## src/hdl/arc_pkg.sv

```systemverilog
// Shared types, codes and defaults for the adaptive replacement cache.
`default_nettype none

package arc_pkg;

    localparam int CAPACITY_DEF   = 16;
    localparam int KEY_BITS_DEF   = 32;
    localparam int VALUE_BITS_DEF = 32;

    localparam int CAP_W = 5;
    localparam logic [CAP_W-1:0] CAP_RESET = 5'd16;

    localparam logic [1:0] OP_GET   = 2'd0;
    localparam logic [1:0] OP_PUT   = 2'd1;
    localparam logic [1:0] OP_ERASE = 2'd2;

    typedef enum logic [2:0] {
        L_EMPTY = 3'd0,
        L_T1    = 3'd1,
        L_T2    = 3'd2,
        L_B1    = 3'd3,
        L_B2    = 3'd4
    } list_t;

    typedef enum logic [1:0] {
        DIR_NONE   = 2'd0,
        DIR_UNLINK = 2'd1,
        DIR_LINK   = 2'd2
    } dir_op_t;

    typedef enum logic [1:0] {
        M_DEL    = 2'd0,
        M_DEMOTE = 2'd1,
        M_DROP   = 2'd2
    } lru_mode_t;

    // Position of a list in the length table.
    function automatic logic [1:0] len_idx(input list_t l);
        logic [2:0] t;
        t = 3'(l) - 3'd1;
        return t[1:0];
    endfunction

endpackage

`default_nettype wire

```

## src/hdl/arc_div.sv

```systemverilog
// Restoring divider, one quotient bit per cycle.
`default_nettype none

module arc_div #(
    parameter int W = 6
) (
    input  wire logic         clk,
    input  wire logic         rst_n,
    input  wire logic         start,
    input  wire logic [W-1:0] num,
    input  wire logic [W-1:0] den,
    output logic              done,
    output logic [W-1:0]      quot
);
    localparam int CNT_W = $clog2(W + 1);

    logic [W-1:0]     rem_reg, rem_next;
    logic [W-1:0]     q_reg, q_next;
    logic [W-1:0]     den_reg, den_next;
    logic [CNT_W-1:0] cnt_reg, cnt_next;
    logic             run_reg, run_next;
    logic             done_reg, done_next;
    logic [W:0]       shifted;
    logic [W:0]       diff;

    always_comb
    begin
        rem_next  = rem_reg;
        q_next    = q_reg;
        den_next  = den_reg;
        cnt_next  = cnt_reg;
        run_next  = run_reg;
        done_next = 1'b0;
        shifted   = {rem_reg, q_reg[W-1]};
        diff      = shifted - {1'b0, den_reg};
        if (start)
        begin
            rem_next = '0;
            q_next   = num;
            den_next = den;
            cnt_next = '0;
            run_next = 1'b1;
        end
        else if (run_reg)
        begin
            if (!diff[W])
            begin
                rem_next = diff[W-1:0];
                q_next   = {q_reg[W-2+1-1:0], 1'b1};
            end
            else
            begin
                rem_next = shifted[W-1:0];
                q_next   = {q_reg[W-2+1-1:0], 1'b0};
            end
            cnt_next = cnt_reg + 1'b1;
            if (cnt_reg == CNT_W'(W - 1))
            begin
                run_next  = 1'b0;
                done_next = 1'b1;
            end
        end
    end

    always_ff @(posedge clk or negedge rst_n)
    begin
        if (!rst_n)
        begin
            run_reg  <= 1'b0;
            done_reg <= 1'b0;
            cnt_reg  <= '0;
        end
        else
        begin
            run_reg  <= run_next;
            done_reg <= done_next;
            cnt_reg  <= cnt_next;
        end
    end

    always_ff @(posedge clk)
    begin
        rem_reg <= rem_next;
        q_reg   <= q_next;
        den_reg <= den_next;
    end

    assign done = done_reg;
    assign quot = q_reg;

endmodule

`default_nettype wire

```

## src/hdl/arc_dir.sv

```systemverilog
// Directory of list tags, recency ranks and list lengths.
`default_nettype none

module arc_dir #(
    parameter int SLOTS = 32,
    parameter int IDX_W = 5,
    parameter int LEN_W = 6
) (
    input  wire logic                   clk,
    input  wire logic                   rst_n,
    input  wire arc_pkg::dir_op_t       dir_op,
    input  wire logic [IDX_W-1:0]       dir_slot,
    input  wire arc_pkg::list_t         dir_list,
    input  wire logic [IDX_W-1:0]       q_idx,
    output arc_pkg::list_t              q_list,
    output logic [IDX_W-1:0]            q_rank,
    output logic [3:0][LEN_W-1:0]       lengths
);
    import arc_pkg::*;

    list_t            list_reg [SLOTS];
    logic [IDX_W-1:0] rank_reg [SLOTS];
    logic [LEN_W-1:0] len_reg  [4];
    list_t            cur;

    assign cur = list_reg[dir_slot];

    always_ff @(posedge clk or negedge rst_n)
    begin
        if (!rst_n)
        begin
            for (int i = 0; i < SLOTS; i++)
            begin
                list_reg[i] <= L_EMPTY;
                rank_reg[i] <= '0;
            end
            for (int j = 0; j < 4; j++)
            begin
                len_reg[j] <= '0;
            end
        end
        else
        begin
            case (dir_op)
                DIR_UNLINK:
                begin
                    if (cur != L_EMPTY)
                    begin
                        for (int i = 0; i < SLOTS; i++)
                        begin
                            if (list_reg[i] == cur && rank_reg[i] > rank_reg[dir_slot])
                            begin
                                rank_reg[i] <= rank_reg[i] - 1'b1;
                            end
                        end
                        len_reg[len_idx(cur)] <= len_reg[len_idx(cur)] - 1'b1;
                        list_reg[dir_slot]    <= L_EMPTY;
                        rank_reg[dir_slot]    <= '0;
                    end
                end
                DIR_LINK:
                begin
                    for (int i = 0; i < SLOTS; i++)
                    begin
                        if (list_reg[i] == dir_list)
                        begin
                            rank_reg[i] <= rank_reg[i] + 1'b1;
                        end
                    end
                    list_reg[dir_slot]         <= dir_list;
                    rank_reg[dir_slot]         <= '0;
                    len_reg[len_idx(dir_list)] <= len_reg[len_idx(dir_list)] + 1'b1;
                end
                default:
                begin
                end
            endcase
        end
    end

    assign q_list = list_reg[q_idx];
    assign q_rank = rank_reg[q_idx];

    always_comb
    begin
        for (int j = 0; j < 4; j++)
        begin
            lengths[j] = len_reg[j];
        end
    end

endmodule

`default_nettype wire

```

## src/hdl/arc_replacement_cache.sv

```systemverilog
// Top level of the adaptive replacement cache: sequencer, key and value memories.
`default_nettype none

// Usage
// A request (operation, key, value_in) is transferred at a rising edge where
// start is high and busy is low. busy then stays high until the result has
// been shown. The result (hit, value_out, evicted_valid, victim_key and the
// three running totals) is valid for exactly one cycle while done is high;
// the receiver cannot stall, so it must take the result in that cycle.
// Only one request is in flight at a time. The directory is walked one slot
// per cycle by a single compare path: once for the key lookup, and once more
// for each LRU choice or free-slot search. A ghost hit adds a six-step ratio
// division. cfg_write loads the capacity register (0 acts as 1, values above
// CAPACITY act as CAPACITY); the user must write it only while the block is
// idle, as the block itself does not enforce this. Reset clears every list,
// length, the target p and all counters and sets the capacity register to 16;
// key and value storage keeps no reset and is only read for slots that the
// directory marks as in use.
module arc_replacement_cache #(
    parameter int CAPACITY   = arc_pkg::CAPACITY_DEF,
    parameter int KEY_BITS   = arc_pkg::KEY_BITS_DEF,
    parameter int VALUE_BITS = arc_pkg::VALUE_BITS_DEF
) (
    input  wire logic                      clk,
    input  wire logic                      rst_n,
    input  wire logic                      start,
    output logic                           busy,
    input  wire logic [1:0]                operation,
    input  wire logic [KEY_BITS-1:0]       key,
    input  wire logic [VALUE_BITS-1:0]     value_in,
    input  wire logic                      cfg_write,
    input  wire logic [arc_pkg::CAP_W-1:0] cfg_data,
    output logic                           done,
    output logic                           hit,
    output logic [VALUE_BITS-1:0]          value_out,
    output logic                           evicted_valid,
    output logic [KEY_BITS-1:0]            victim_key,
    output logic [31:0]                    hit_total,
    output logic [31:0]                    miss_total,
    output logic [31:0]                    eviction_total
);
    import arc_pkg::*;

    localparam int SLOTS = 2 * CAPACITY;
    localparam int IDX_W = $clog2(SLOTS);
    localparam int CNT_W = IDX_W + 1;
    localparam int LEN_W = $clog2(SLOTS + 1);
    localparam int SUM_W = LEN_W + 2;

    typedef enum logic [14:0] {
        S_IDLE      = 15'h0001,
        S_KEY       = 15'h0002,
        S_DISPATCH  = 15'h0004,
        S_MOVE      = 15'h0008,
        S_DIV       = 15'h0010,
        S_REPCHK    = 15'h0020,
        S_LRU_SCAN  = 15'h0040,
        S_LRU_UNLNK = 15'h0080,
        S_LRU_LINK  = 15'h0100,
        S_AFTER     = 15'h0200,
        S_GLINK     = 15'h0400,
        S_FREE      = 15'h0800,
        S_INSERT    = 15'h1000,
        S_FIN       = 15'h2000,
        S_SPARE     = 15'h4000
    } state_t;

    function automatic logic [31:0] sat_inc(input logic [31:0] v);
        return (v == 32'hFFFF_FFFF) ? v : v + 32'd1;
    endfunction

    state_t              state_reg, state_next;
    state_t              ret_reg, ret_next;
    logic [CAP_W-1:0]    cap_reg;
    logic [1:0]          op_reg, op_next;
    logic [KEY_BITS-1:0] key_reg, key_next;
    logic [VALUE_BITS-1:0] val_reg, val_next;
    logic [LEN_W-1:0]    c_reg, c_next, c_clamp;
    logic [LEN_W-1:0]    p_reg, p_next;
    logic [CNT_W-1:0]    idx_reg, idx_next;
    logic                pend_reg, pend_next;
    logic [IDX_W-1:0]    pidx_reg, pidx_next;
    logic                found_reg, found_next;
    logic [IDX_W-1:0]    s_reg, s_next;
    logic [IDX_W-1:0]    lru_reg, lru_next;
    list_t               lru_list_reg, lru_list_next;
    lru_mode_t           mode_reg, mode_next;
    logic                inb2_reg, inb2_next;
    logic                ghost_reg, ghost_next;
    logic                retry_reg, retry_next;
    logic                hit_reg, hit_next;
    logic [VALUE_BITS-1:0] vout_reg, vout_next;
    logic                evv_reg, evv_next;
    logic [KEY_BITS-1:0] evk_reg, evk_next;
    logic [31:0]         hitc_reg, hitc_next;
    logic [31:0]         missc_reg, missc_next;
    logic [31:0]         evc_reg, evc_next;

    dir_op_t             dir_op;
    logic [IDX_W-1:0]    dir_slot;
    list_t               dir_list;
    logic [IDX_W-1:0]    q_idx;
    list_t               q_list;
    logic [IDX_W-1:0]    q_rank;
    logic [3:0][LEN_W-1:0] lengths;
    logic [LEN_W-1:0]    t1, t2, b1, b2, lru_len, div_den_now;

    logic                div_start, div_done;
    logic [LEN_W-1:0]    div_num, div_den, div_quot, d_val;
    logic [SUM_W-1:0]    p_sum;

    logic                take_t1;
    list_t               rep_list;
    logic [SUM_W-1:0]    sum_t1b1, sum_res, sum_all, two_c;

    // Key and value storage.
    logic [KEY_BITS-1:0]   key_mem [SLOTS];
    logic [VALUE_BITS-1:0] val_mem [SLOTS];
    logic [KEY_BITS-1:0]   key_rd;
    logic [VALUE_BITS-1:0] val_rd;
    logic [IDX_W-1:0]      key_addr;
    logic                  key_we, val_we;

    assign key_addr = (state_reg == S_KEY) ? idx_reg[IDX_W-1:0] : lru_reg;

    always_ff @(posedge clk)
    begin
        if (key_we)
        begin
            key_mem[s_reg] <= key_reg;
        end
        if (val_we)
        begin
            val_mem[s_reg] <= val_reg;
        end
        key_rd <= key_mem[key_addr];
        val_rd <= val_mem[s_reg];
    end

    arc_dir #(
        .SLOTS (SLOTS),
        .IDX_W (IDX_W),
        .LEN_W (LEN_W)
    ) u_dir (
        .clk      (clk),
        .rst_n    (rst_n),
        .dir_op   (dir_op),
        .dir_slot (dir_slot),
        .dir_list (dir_list),
        .q_idx    (q_idx),
        .q_list   (q_list),
        .q_rank   (q_rank),
        .lengths  (lengths)
    );

    arc_div #(
        .W (LEN_W)
    ) u_div (
        .clk   (clk),
        .rst_n (rst_n),
        .start (div_start),
        .num   (div_num),
        .den   (div_den),
        .done  (div_done),
        .quot  (div_quot)
    );

    assign t1 = lengths[len_idx(L_T1)];
    assign t2 = lengths[len_idx(L_T2)];
    assign b1 = lengths[len_idx(L_B1)];
    assign b2 = lengths[len_idx(L_B2)];
    assign lru_len = lengths[len_idx(lru_list_reg)];

    // The clamped capacity that a new request works with.
    always_comb
    begin
        if (cap_reg == '0)
        begin
            c_clamp = LEN_W'(1);
        end
        else if (int'(cap_reg) > CAPACITY)
        begin
            c_clamp = LEN_W'(CAPACITY);
        end
        else
        begin
            c_clamp = LEN_W'(cap_reg);
        end
    end

    assign sum_t1b1 = SUM_W'(t1) + SUM_W'(b1);
    assign sum_res  = SUM_W'(t1) + SUM_W'(t2);
    assign sum_all  = sum_res + SUM_W'(b1) + SUM_W'(b2);
    assign two_c    = SUM_W'(c_reg) << 1;

    // REPLACE picks T1 when it is non-empty and over target or at target on a B2 hit, and also when T2 is empty.
    assign take_t1  = (t1 != '0) && ((t1 > p_reg) || (inb2_reg && (t1 == p_reg)));
    assign rep_list = (take_t1 || (t2 == '0)) ? L_T1 : L_T2;

    assign div_den_now = inb2_reg ? b2 : b1;
    assign d_val = ((div_den_now == '0) || (div_quot == '0)) ? LEN_W'(1) : div_quot;
    assign p_sum = SUM_W'(p_reg) + SUM_W'(d_val);

    always_comb
    begin
        case (state_reg)
            S_KEY:      q_idx = pidx_reg;
            S_LRU_SCAN: q_idx = idx_reg[IDX_W-1:0];
            S_FREE:     q_idx = idx_reg[IDX_W-1:0];
            default:    q_idx = s_reg;
        endcase
    end

    always_comb
    begin
        state_next    = state_reg;
        ret_next      = ret_reg;
        op_next       = op_reg;
        key_next      = key_reg;
        val_next      = val_reg;
        c_next        = c_reg;
        p_next        = p_reg;
        idx_next      = idx_reg;
        pend_next     = pend_reg;
        pidx_next     = pidx_reg;
        found_next    = found_reg;
        s_next        = s_reg;
        lru_next      = lru_reg;
        lru_list_next = lru_list_reg;
        mode_next     = mode_reg;
        inb2_next     = inb2_reg;
        ghost_next    = ghost_reg;
        retry_next    = retry_reg;
        hit_next      = hit_reg;
        vout_next     = vout_reg;
        evv_next      = evv_reg;
        evk_next      = evk_reg;
        hitc_next     = hitc_reg;
        missc_next    = missc_reg;
        evc_next      = evc_reg;
        dir_op        = DIR_NONE;
        dir_slot      = s_reg;
        dir_list      = L_EMPTY;
        key_we        = 1'b0;
        val_we        = 1'b0;
        div_start     = 1'b0;
        div_num       = b2;
        div_den       = b1;

        case (state_reg)
            S_IDLE:
            begin
                if (start)
                begin
                    op_next    = operation;
                    key_next   = key;
                    val_next   = value_in;
                    c_next     = c_clamp;
                    idx_next   = '0;
                    pend_next  = 1'b0;
                    found_next = 1'b0;
                    hit_next   = 1'b0;
                    vout_next  = '0;
                    evv_next   = 1'b0;
                    evk_next   = '0;
                    retry_next = 1'b0;
                    inb2_next  = 1'b0;
                    ghost_next = 1'b0;
                    state_next = S_KEY;
                end
            end

            // One slot per cycle: the key read of a slot is registered and compared while the next slot is read.
            S_KEY:
            begin
                if (pend_reg && (q_list != L_EMPTY) && (key_rd == key_reg))
                begin
                    found_next = 1'b1;
                    s_next     = pidx_reg;
                    state_next = S_DISPATCH;
                end
                else if (idx_reg == CNT_W'(SLOTS))
                begin
                    found_next = 1'b0;
                    state_next = S_DISPATCH;
                end
                else
                begin
                    pend_next = 1'b1;
                    pidx_next = idx_reg[IDX_W-1:0];
                    idx_next  = idx_reg + 1'b1;
                end
            end

            S_DISPATCH:
            begin
                if (op_reg == OP_ERASE)
                begin
                    if (found_reg)
                    begin
                        hit_next = (q_list == L_T1) || (q_list == L_T2);
                        dir_op   = DIR_UNLINK;
                    end
                    state_next = S_FIN;
                end
                else if (found_reg && ((q_list == L_T1) || (q_list == L_T2)))
                begin
                    hit_next  = 1'b1;
                    hitc_next = sat_inc(hitc_reg);
                    dir_op    = DIR_UNLINK;
                    if (op_reg == OP_PUT)
                    begin
                        val_we = 1'b1;
                    end
                    state_next = S_MOVE;
                end
                else if (op_reg != OP_PUT)
                begin
                    missc_next = sat_inc(missc_reg);
                    state_next = S_FIN;
                end
                else if (found_reg)
                begin
                    // Ghost hit: adapt p by the ratio of the ghost list sizes.
                    missc_next = sat_inc(missc_reg);
                    ghost_next = 1'b1;
                    inb2_next  = (q_list == L_B2);
                    div_start  = 1'b1;
                    if (q_list == L_B2)
                    begin
                        div_num = b1;
                        div_den = b2;
                    end
                    state_next = S_DIV;
                end
                else
                begin
                    // New key.
                    missc_next = sat_inc(missc_reg);
                    idx_next   = '0;
                    if (sum_t1b1 >= SUM_W'(c_reg))
                    begin
                        if (t1 < c_reg)
                        begin
                            if (b1 != '0)
                            begin
                                lru_list_next = L_B1;
                                mode_next     = M_DEL;
                                ret_next      = S_REPCHK;
                                state_next    = S_LRU_SCAN;
                            end
                            else
                            begin
                                state_next = S_REPCHK;
                            end
                        end
                        else if (t1 != '0)
                        begin
                            lru_list_next = L_T1;
                            mode_next     = M_DROP;
                            ret_next      = S_FREE;
                            state_next    = S_LRU_SCAN;
                        end
                        else
                        begin
                            state_next = S_FREE;
                        end
                    end
                    else if (sum_all >= SUM_W'(c_reg))
                    begin
                        if ((sum_all >= two_c) && (b2 != '0))
                        begin
                            lru_list_next = L_B2;
                            mode_next     = M_DEL;
                            ret_next      = S_REPCHK;
                            state_next    = S_LRU_SCAN;
                        end
                        else
                        begin
                            state_next = S_REPCHK;
                        end
                    end
                    else
                    begin
                        state_next = S_FREE;
                    end
                end
            end

            S_MOVE:
            begin
                dir_op   = DIR_LINK;
                dir_list = L_T2;
                if (op_reg != OP_PUT)
                begin
                    vout_next = val_rd;
                end
                state_next = S_FIN;
            end

            S_DIV:
            begin
                if (div_done)
                begin
                    if (!inb2_reg)
                    begin
                        p_next = (p_sum > SUM_W'(c_reg)) ? c_reg : p_sum[LEN_W-1:0];
                    end
                    else
                    begin
                        p_next = (p_reg > d_val) ? p_reg - d_val : '0;
                    end
                    state_next = S_REPCHK;
                end
            end

            S_REPCHK:
            begin
                idx_next = '0;
                if ((sum_res >= SUM_W'(c_reg)) && ((t1 != '0) || (t2 != '0)))
                begin
                    lru_list_next = rep_list;
                    mode_next     = M_DEMOTE;
                    ret_next      = S_AFTER;
                    state_next    = S_LRU_SCAN;
                end
                else
                begin
                    state_next = S_AFTER;
                end
            end

            S_LRU_SCAN:
            begin
                if ((q_list == lru_list_reg) && (q_rank == IDX_W'(lru_len - 1'b1)))
                begin
                    lru_next   = idx_reg[IDX_W-1:0];
                    state_next = S_LRU_UNLNK;
                end
                else if (idx_reg == CNT_W'(SLOTS - 1))
                begin
                    idx_next   = '0;
                    state_next = ret_reg;
                end
                else
                begin
                    idx_next = idx_reg + 1'b1;
                end
            end

            S_LRU_UNLNK:
            begin
                dir_op     = DIR_UNLINK;
                dir_slot   = lru_reg;
                state_next = S_LRU_LINK;
            end

            S_LRU_LINK:
            begin
                dir_slot = lru_reg;
                if (mode_reg == M_DEMOTE)
                begin
                    dir_op   = DIR_LINK;
                    dir_list = (lru_list_reg == L_T1) ? L_B1 : L_B2;
                end
                if (mode_reg != M_DEL)
                begin
                    evv_next = 1'b1;
                    evk_next = key_rd;
                    evc_next = sat_inc(evc_reg);
                end
                idx_next   = '0;
                state_next = ret_reg;
            end

            S_AFTER:
            begin
                idx_next = '0;
                if (ghost_reg)
                begin
                    dir_op     = DIR_UNLINK;
                    state_next = S_GLINK;
                end
                else
                begin
                    state_next = S_FREE;
                end
            end

            S_GLINK:
            begin
                val_we     = 1'b1;
                dir_op     = DIR_LINK;
                dir_list   = L_T2;
                state_next = S_FIN;
            end

            S_FREE:
            begin
                if (q_list == L_EMPTY)
                begin
                    s_next     = idx_reg[IDX_W-1:0];
                    state_next = S_INSERT;
                end
                else if (idx_reg == CNT_W'(SLOTS - 1))
                begin
                    // Directory full: unless already retried or no ghost exists, drop a ghost and search once more.
                    idx_next = '0;
                    if (retry_reg || ((b1 == '0) && (b2 == '0)))
                    begin
                        state_next = S_FIN;
                    end
                    else
                    begin
                        retry_next    = 1'b1;
                        lru_list_next = (b2 != '0) ? L_B2 : L_B1;
                        mode_next     = M_DEL;
                        ret_next      = S_FREE;
                        state_next    = S_LRU_SCAN;
                    end
                end
                else
                begin
                    idx_next = idx_reg + 1'b1;
                end
            end

            S_INSERT:
            begin
                key_we     = 1'b1;
                val_we     = 1'b1;
                dir_op     = DIR_LINK;
                dir_list   = L_T1;
                state_next = S_FIN;
            end

            S_FIN:
            begin
                state_next = S_IDLE;
            end

            default:
            begin
                state_next = S_IDLE;
            end
        endcase
    end

    always_ff @(posedge clk or negedge rst_n)
    begin
        if (!rst_n)
        begin
            state_reg <= S_IDLE;
            ret_reg   <= S_IDLE;
            cap_reg   <= CAP_RESET;
            p_reg     <= '0;
            hitc_reg  <= '0;
            missc_reg <= '0;
            evc_reg   <= '0;
            idx_reg   <= '0;
            pend_reg  <= 1'b0;
            found_reg <= 1'b0;
            retry_reg <= 1'b0;
            ghost_reg <= 1'b0;
            inb2_reg  <= 1'b0;
            mode_reg  <= M_DEL;
            hit_reg   <= 1'b0;
            evv_reg   <= 1'b0;
        end
        else
        begin
            state_reg <= state_next;
            ret_reg   <= ret_next;
            if (cfg_write)
            begin
                cap_reg <= cfg_data;
            end
            p_reg     <= p_next;
            hitc_reg  <= hitc_next;
            missc_reg <= missc_next;
            evc_reg   <= evc_next;
            idx_reg   <= idx_next;
            pend_reg  <= pend_next;
            found_reg <= found_next;
            retry_reg <= retry_next;
            ghost_reg <= ghost_next;
            inb2_reg  <= inb2_next;
            mode_reg  <= mode_next;
            hit_reg   <= hit_next;
            evv_reg   <= evv_next;
        end
    end

    always_ff @(posedge clk)
    begin
        op_reg       <= op_next;
        key_reg      <= key_next;
        val_reg      <= val_next;
        c_reg        <= c_next;
        pidx_reg     <= pidx_next;
        s_reg        <= s_next;
        lru_reg      <= lru_next;
        lru_list_reg <= lru_list_next;
        vout_reg     <= vout_next;
        evk_reg      <= evk_next;
    end

    assign busy           = (state_reg != S_IDLE);
    assign done           = (state_reg == S_FIN);
    assign hit            = hit_reg;
    assign value_out      = vout_reg;
    assign evicted_valid  = evv_reg;
    assign victim_key     = evk_reg;
    assign hit_total      = hitc_reg;
    assign miss_total     = missc_reg;
    assign eviction_total = evc_reg;

    // A result is only shown while a request is being worked on.
    a_done_busy: assert property (@(posedge clk) disable iff (!rst_n) done |-> busy)
        else $error("result strobe outside a request");

    // An accepted request raises busy at once.
    a_accept_busy: assert property (@(posedge clk) disable iff (!rst_n)
        (start && !busy) |=> busy)
        else $error("request accepted without busy");

    // The result strobe is never high back to back.
    a_one_result: assert property (@(posedge clk) disable iff (!rst_n) done |=> !done)
        else $error("result strobe longer than one cycle");

    // A reported eviction is always counted.
    a_evict_count: assert property (@(posedge clk) disable iff (!rst_n)
        (done && evicted_valid) |-> (eviction_total != 32'd0))
        else $error("eviction reported but not counted");

endmodule

`default_nettype wire

```

## config.mk

```make
export PLATFORM = sky130hd
export DESIGN_NAME = arc_replacement_cache
export DESIGN_NICKNAME = d
export VERILOG_FILES = /design/src/hdl/arc_pkg.sv /design/src/hdl/arc_div.sv /design/src/hdl/arc_dir.sv /design/src/hdl/arc_replacement_cache.sv
export SDC_FILE = /design/constraint.sdc
export NUM_CORES = 2
export LEC_CHECK = 0
export ABC_AREA = 1
export BUFFER_PORTS_ARGS = -buffer_cell sky130_fd_sc_hd__buf_2
export CAP_MARGIN = 0
export CORE_MARGIN = 3
export CORE_UTILIZATION = 50
export CTS_CLUSTER_DIAMETER = 200
export DETAILED_ROUTE_END_ITERATION = 7
export GPL_TIMING_DRIVEN = 0
export PLACE_DENSITY = 0.66
export SETUP_SLACK_MARGIN = 0.05
export SLEW_MARGIN = 20
export SYNTH_ARGS = -nofsm -noshare
export SYNTH_HDL_FRONTEND = slang
export SYNTH_SLANG_ARGS = --single-unit
```

## constraint.sdc

```tcl
create_clock -name clk -period 6.2 [get_ports clk]
set_input_delay 1.55 -clock clk [delete_from_list [all_inputs] [get_ports clk]]
set_output_delay 1.55 -clock clk [all_outputs]
set_load 0.02 [all_outputs]
```

==> flow_summary.toml <==
[cts]
cts.sinks = 2707
cts_root_buf = "sky130_fd_sc_hd__clkbuf_16"
clk_pin_slew_worst_paths_ns = 0.06
clock_tree.buffer_depth = 4
cts_htree_levels = 5
cts_hold_buf = 0
clk-insertion-delay-late_ns = 0.90
cts_tree = "yes"
cts_buffer_count = 297

[floorplanning]
floorplan.die.height_um = 514
initial_utilization_pct = 50.5
rows = 185
design.portCount = 239
die-area_um2 = 264000
die_width_um = 514
coreArea_um2 = 255000

[job]
drv_cap = 0

[logic_synthesis]
synth-edff-count = 2213
synth_area_um2 = 129000
synth.avg_cell_area_um2 = 10.5
count_of_synthesis_stage_warnings_from_yosys = 0
synth_seq_cells = 2707
ys_seq_area_share_pct = 60.8
ys_async_sr_fraction_pct = 15.7
synth-main-ff-cell = "sky130_fd_sc_hd__edfxtp_1"
number_of_standard_cells_after_synthesis = 12300
syn-num-nets = 12700
synth.lib_cells_used.distinct = 72

[critical_path]
critPathLaunchType = "register"
type_of_destination_of_the_critical_path = "register"
critPathArrivalTime_ns = 6.85
cp_max_fo = 10
crit_type = "register to register"
timing.critical_path.required_ns = 6.78

[placement]
gp_congestion = 1.04
placement.setup.worst_slack_ns = -2.23
placement.cell_area_um2 = 139000
dp.cells = 16300
hpwl_mm = 380
port_buffers = 237

[grt]
grt.total_usage_pct = 38.2
first_global_vias = 101000
pin_count_of_the_biggest_net_entering_global_routing = 85
grt_first_pass_wirelength_mm = 730
global_route.overflow_total = 0
antenna_found_initial = 29

[drt]
detail_route.iter0.violations = 15800
drc = 1
post_drt_via_cell_ratio = 6.39
drtAntennaViolNets = 0
drt-wirelength-per-cell_um = 30.8
drt-pass1-iter-count = 8
drt_wl_total_mm = 519
num_vias = 108000

[timing]
report.final.hold_viol_count = 0
setup_tns_ns = -1.00
maxSlewHeadroom_pct = 9.57
hold_ws_ns = 0.462
timing.final.setup_violations = 26
worst_slack_ns = -0.0662
slew_viol_final = 0
layout_min_cycle_time_ns = 6.27
rsz_0062_raised_after_global_routing = "yes"
finClkSkew_ns = 0.0713
finalCritPeriodShare_pct = 101
fmax_mhz = 160
worst_pin_slew_ns = 1.36

[min_path]
timing.hold.worst.class = "register to register"

[pwr]
power_dens_cells_nw_per_um2 = 370
static-leakage-power_nw = 57.9
power_mw = 55.3
ir_drop_mv = 0.378

[finish]
post_layout_nonfiller_instances = 16800
nNetsFinal = 13600
final_layout_size_suffix_gt1_share_pct = 11.6
syn_to_final_growth_pct = 15.8
final_util_pct = 58.5
postLayoutCellArea_um2 = 149000

[run_status]
status = "complete, but fails checks"
violations = "DRC, setup timing"
-- cells in the mapped netlist, drive strengths merged, types with 70 or more instances --
cell | count | area share, %
a21oi | 178 | 0.70
a22oi | 273 | 1.6
a31oi | 259 | 1.3
buf | 179 | 0.72
clkbuf | 521 | 1.5
dfrtp | 421 | 8.2
dfxtp | 70 | 1.1
edfxtp | 2213 | 52
ha | 316 | 3.1
inv | 734 | 2.1
nand2 | 2388 | 7.0
nand3 | 1168 | 4.5
nand4 | 195 | 0.95
nor2 | 988 | 3.1
nor3 | 155 | 0.63
o211ai | 81 | 0.47
o21ai | 1010 | 3.9
o221ai | 225 | 1.5
o22ai | 146 | 0.71
xnor2 | 96 | 0.65
xor2 | 316 | 2.2
-- cell type report --
type	count	area [µm²]
clock inverters	163	1500
fillers	21000	106000
well taps	3366	4210
flip-flops and latches	2707	78500
repair buffers	671	5830
clock buffers	365	7950
plain buffers	698	3000
inverters	741	2790
diodes	13	32.5
multi-input cells	8111	45600
-- layer usage --
metal | up-vias | share of wire (%) | global-route usage [%]
met5 | - | 0.015 | 0
li1 | 46100 | - | -
met2 | 7370 | 43 | 56.1
met1 | 52600 | 38 | 51.6
met4 | 12 | 7.7 | 23.8
met3 | 1516 | 12 | 8.66
-- report_power, final --
part	internal, mW	switching (mW)	total, mW
Sequential	21.1	0.747	21.8
Combinational	4.05	11.9	16.0
Clock	10.0	7.47	17.5
Total	35.2	20.1	55.3
-- final timing paths --
kind                       startpoint            endpoint  depth (start not counted)  slack [ns]
min in group asynchronous       rst_n            p_reg[1]                          1        0.68
hold / removal             ret_reg[0]          ret_reg[0]                          2        0.46
hold reg to reg            ret_reg[0]          ret_reg[0]                          2        0.46
max in group asynchronous       rst_n  u_dir.rank_reg[84]                          3        4.16
setup / recovery             s_reg[1]      key_mem[18][1]                         13       -0.07
setup reg to reg             s_reg[1]      key_mem[18][1]                         13       -0.07
-- critical path, stage by stage (launching register included) --
cell,delay (ns)
sky130_fd_sc_hd__edfxtp_1,0.32
sky130_fd_sc_hd__clkbuf_2,0.46
sky130_fd_sc_hd__inv_1,0.46
sky130_fd_sc_hd__nor2_2,0.50
sky130_fd_sc_hd__clkbuf_1,0.59
sky130_fd_sc_hd__clkbuf_2,0.41
sky130_fd_sc_hd__clkbuf_2,0.41
sky130_fd_sc_hd__clkbuf_2,0.46
sky130_fd_sc_hd__inv_1,0.39
sky130_fd_sc_hd__buf_1,0.54
sky130_fd_sc_hd__nor3_2,0.74
sky130_fd_sc_hd__buf_6,0.22
sky130_fd_sc_hd__buf_4,0.20
sky130_fd_sc_hd__buf_4,0.21
-- placed cells by master (no fill, tap or decap), types with 306 or more instances in the layout --
cell                       netlist  routed
sky130_fd_sc_hd__clkbuf_1      521     528
sky130_fd_sc_hd__nand2_1      2363    2362
sky130_fd_sc_hd__dfrtp_1       421     421
sky130_fd_sc_hd__nor2_1        945     922
sky130_fd_sc_hd__edfxtp_1     2213    2213
sky130_fd_sc_hd__inv_1         710     708
sky130_fd_sc_hd__ha_1          316     316
sky130_fd_sc_hd__xor2_1        306     306
sky130_fd_sc_hd__o21ai_0       807     801
sky130_fd_sc_hd__nand3_1      1164    1164
sky130_fd_sc_hd__buf_2          75     314
-- repair_timing --
action	CTS	global route
pin swaps	5	9
gates resized for setup	62	64
setup buffers	12	12
endpoints found under the setup margin	1530	289
-- cell families after synthesis --
logic type                 Yosys count  synth area share [%]
AOI/OAI and AO/OA                 2351                  11.8
xor gates and xnor gates           412                  2.85
adders and majority gates          328                  3.25
buffers and inverters             1441                  4.39
DFF                               2707                  60.8
muxes                                5                0.0427
and+or+nand+nor                   5015                  16.8
Power figures use the tool's default switching activity.
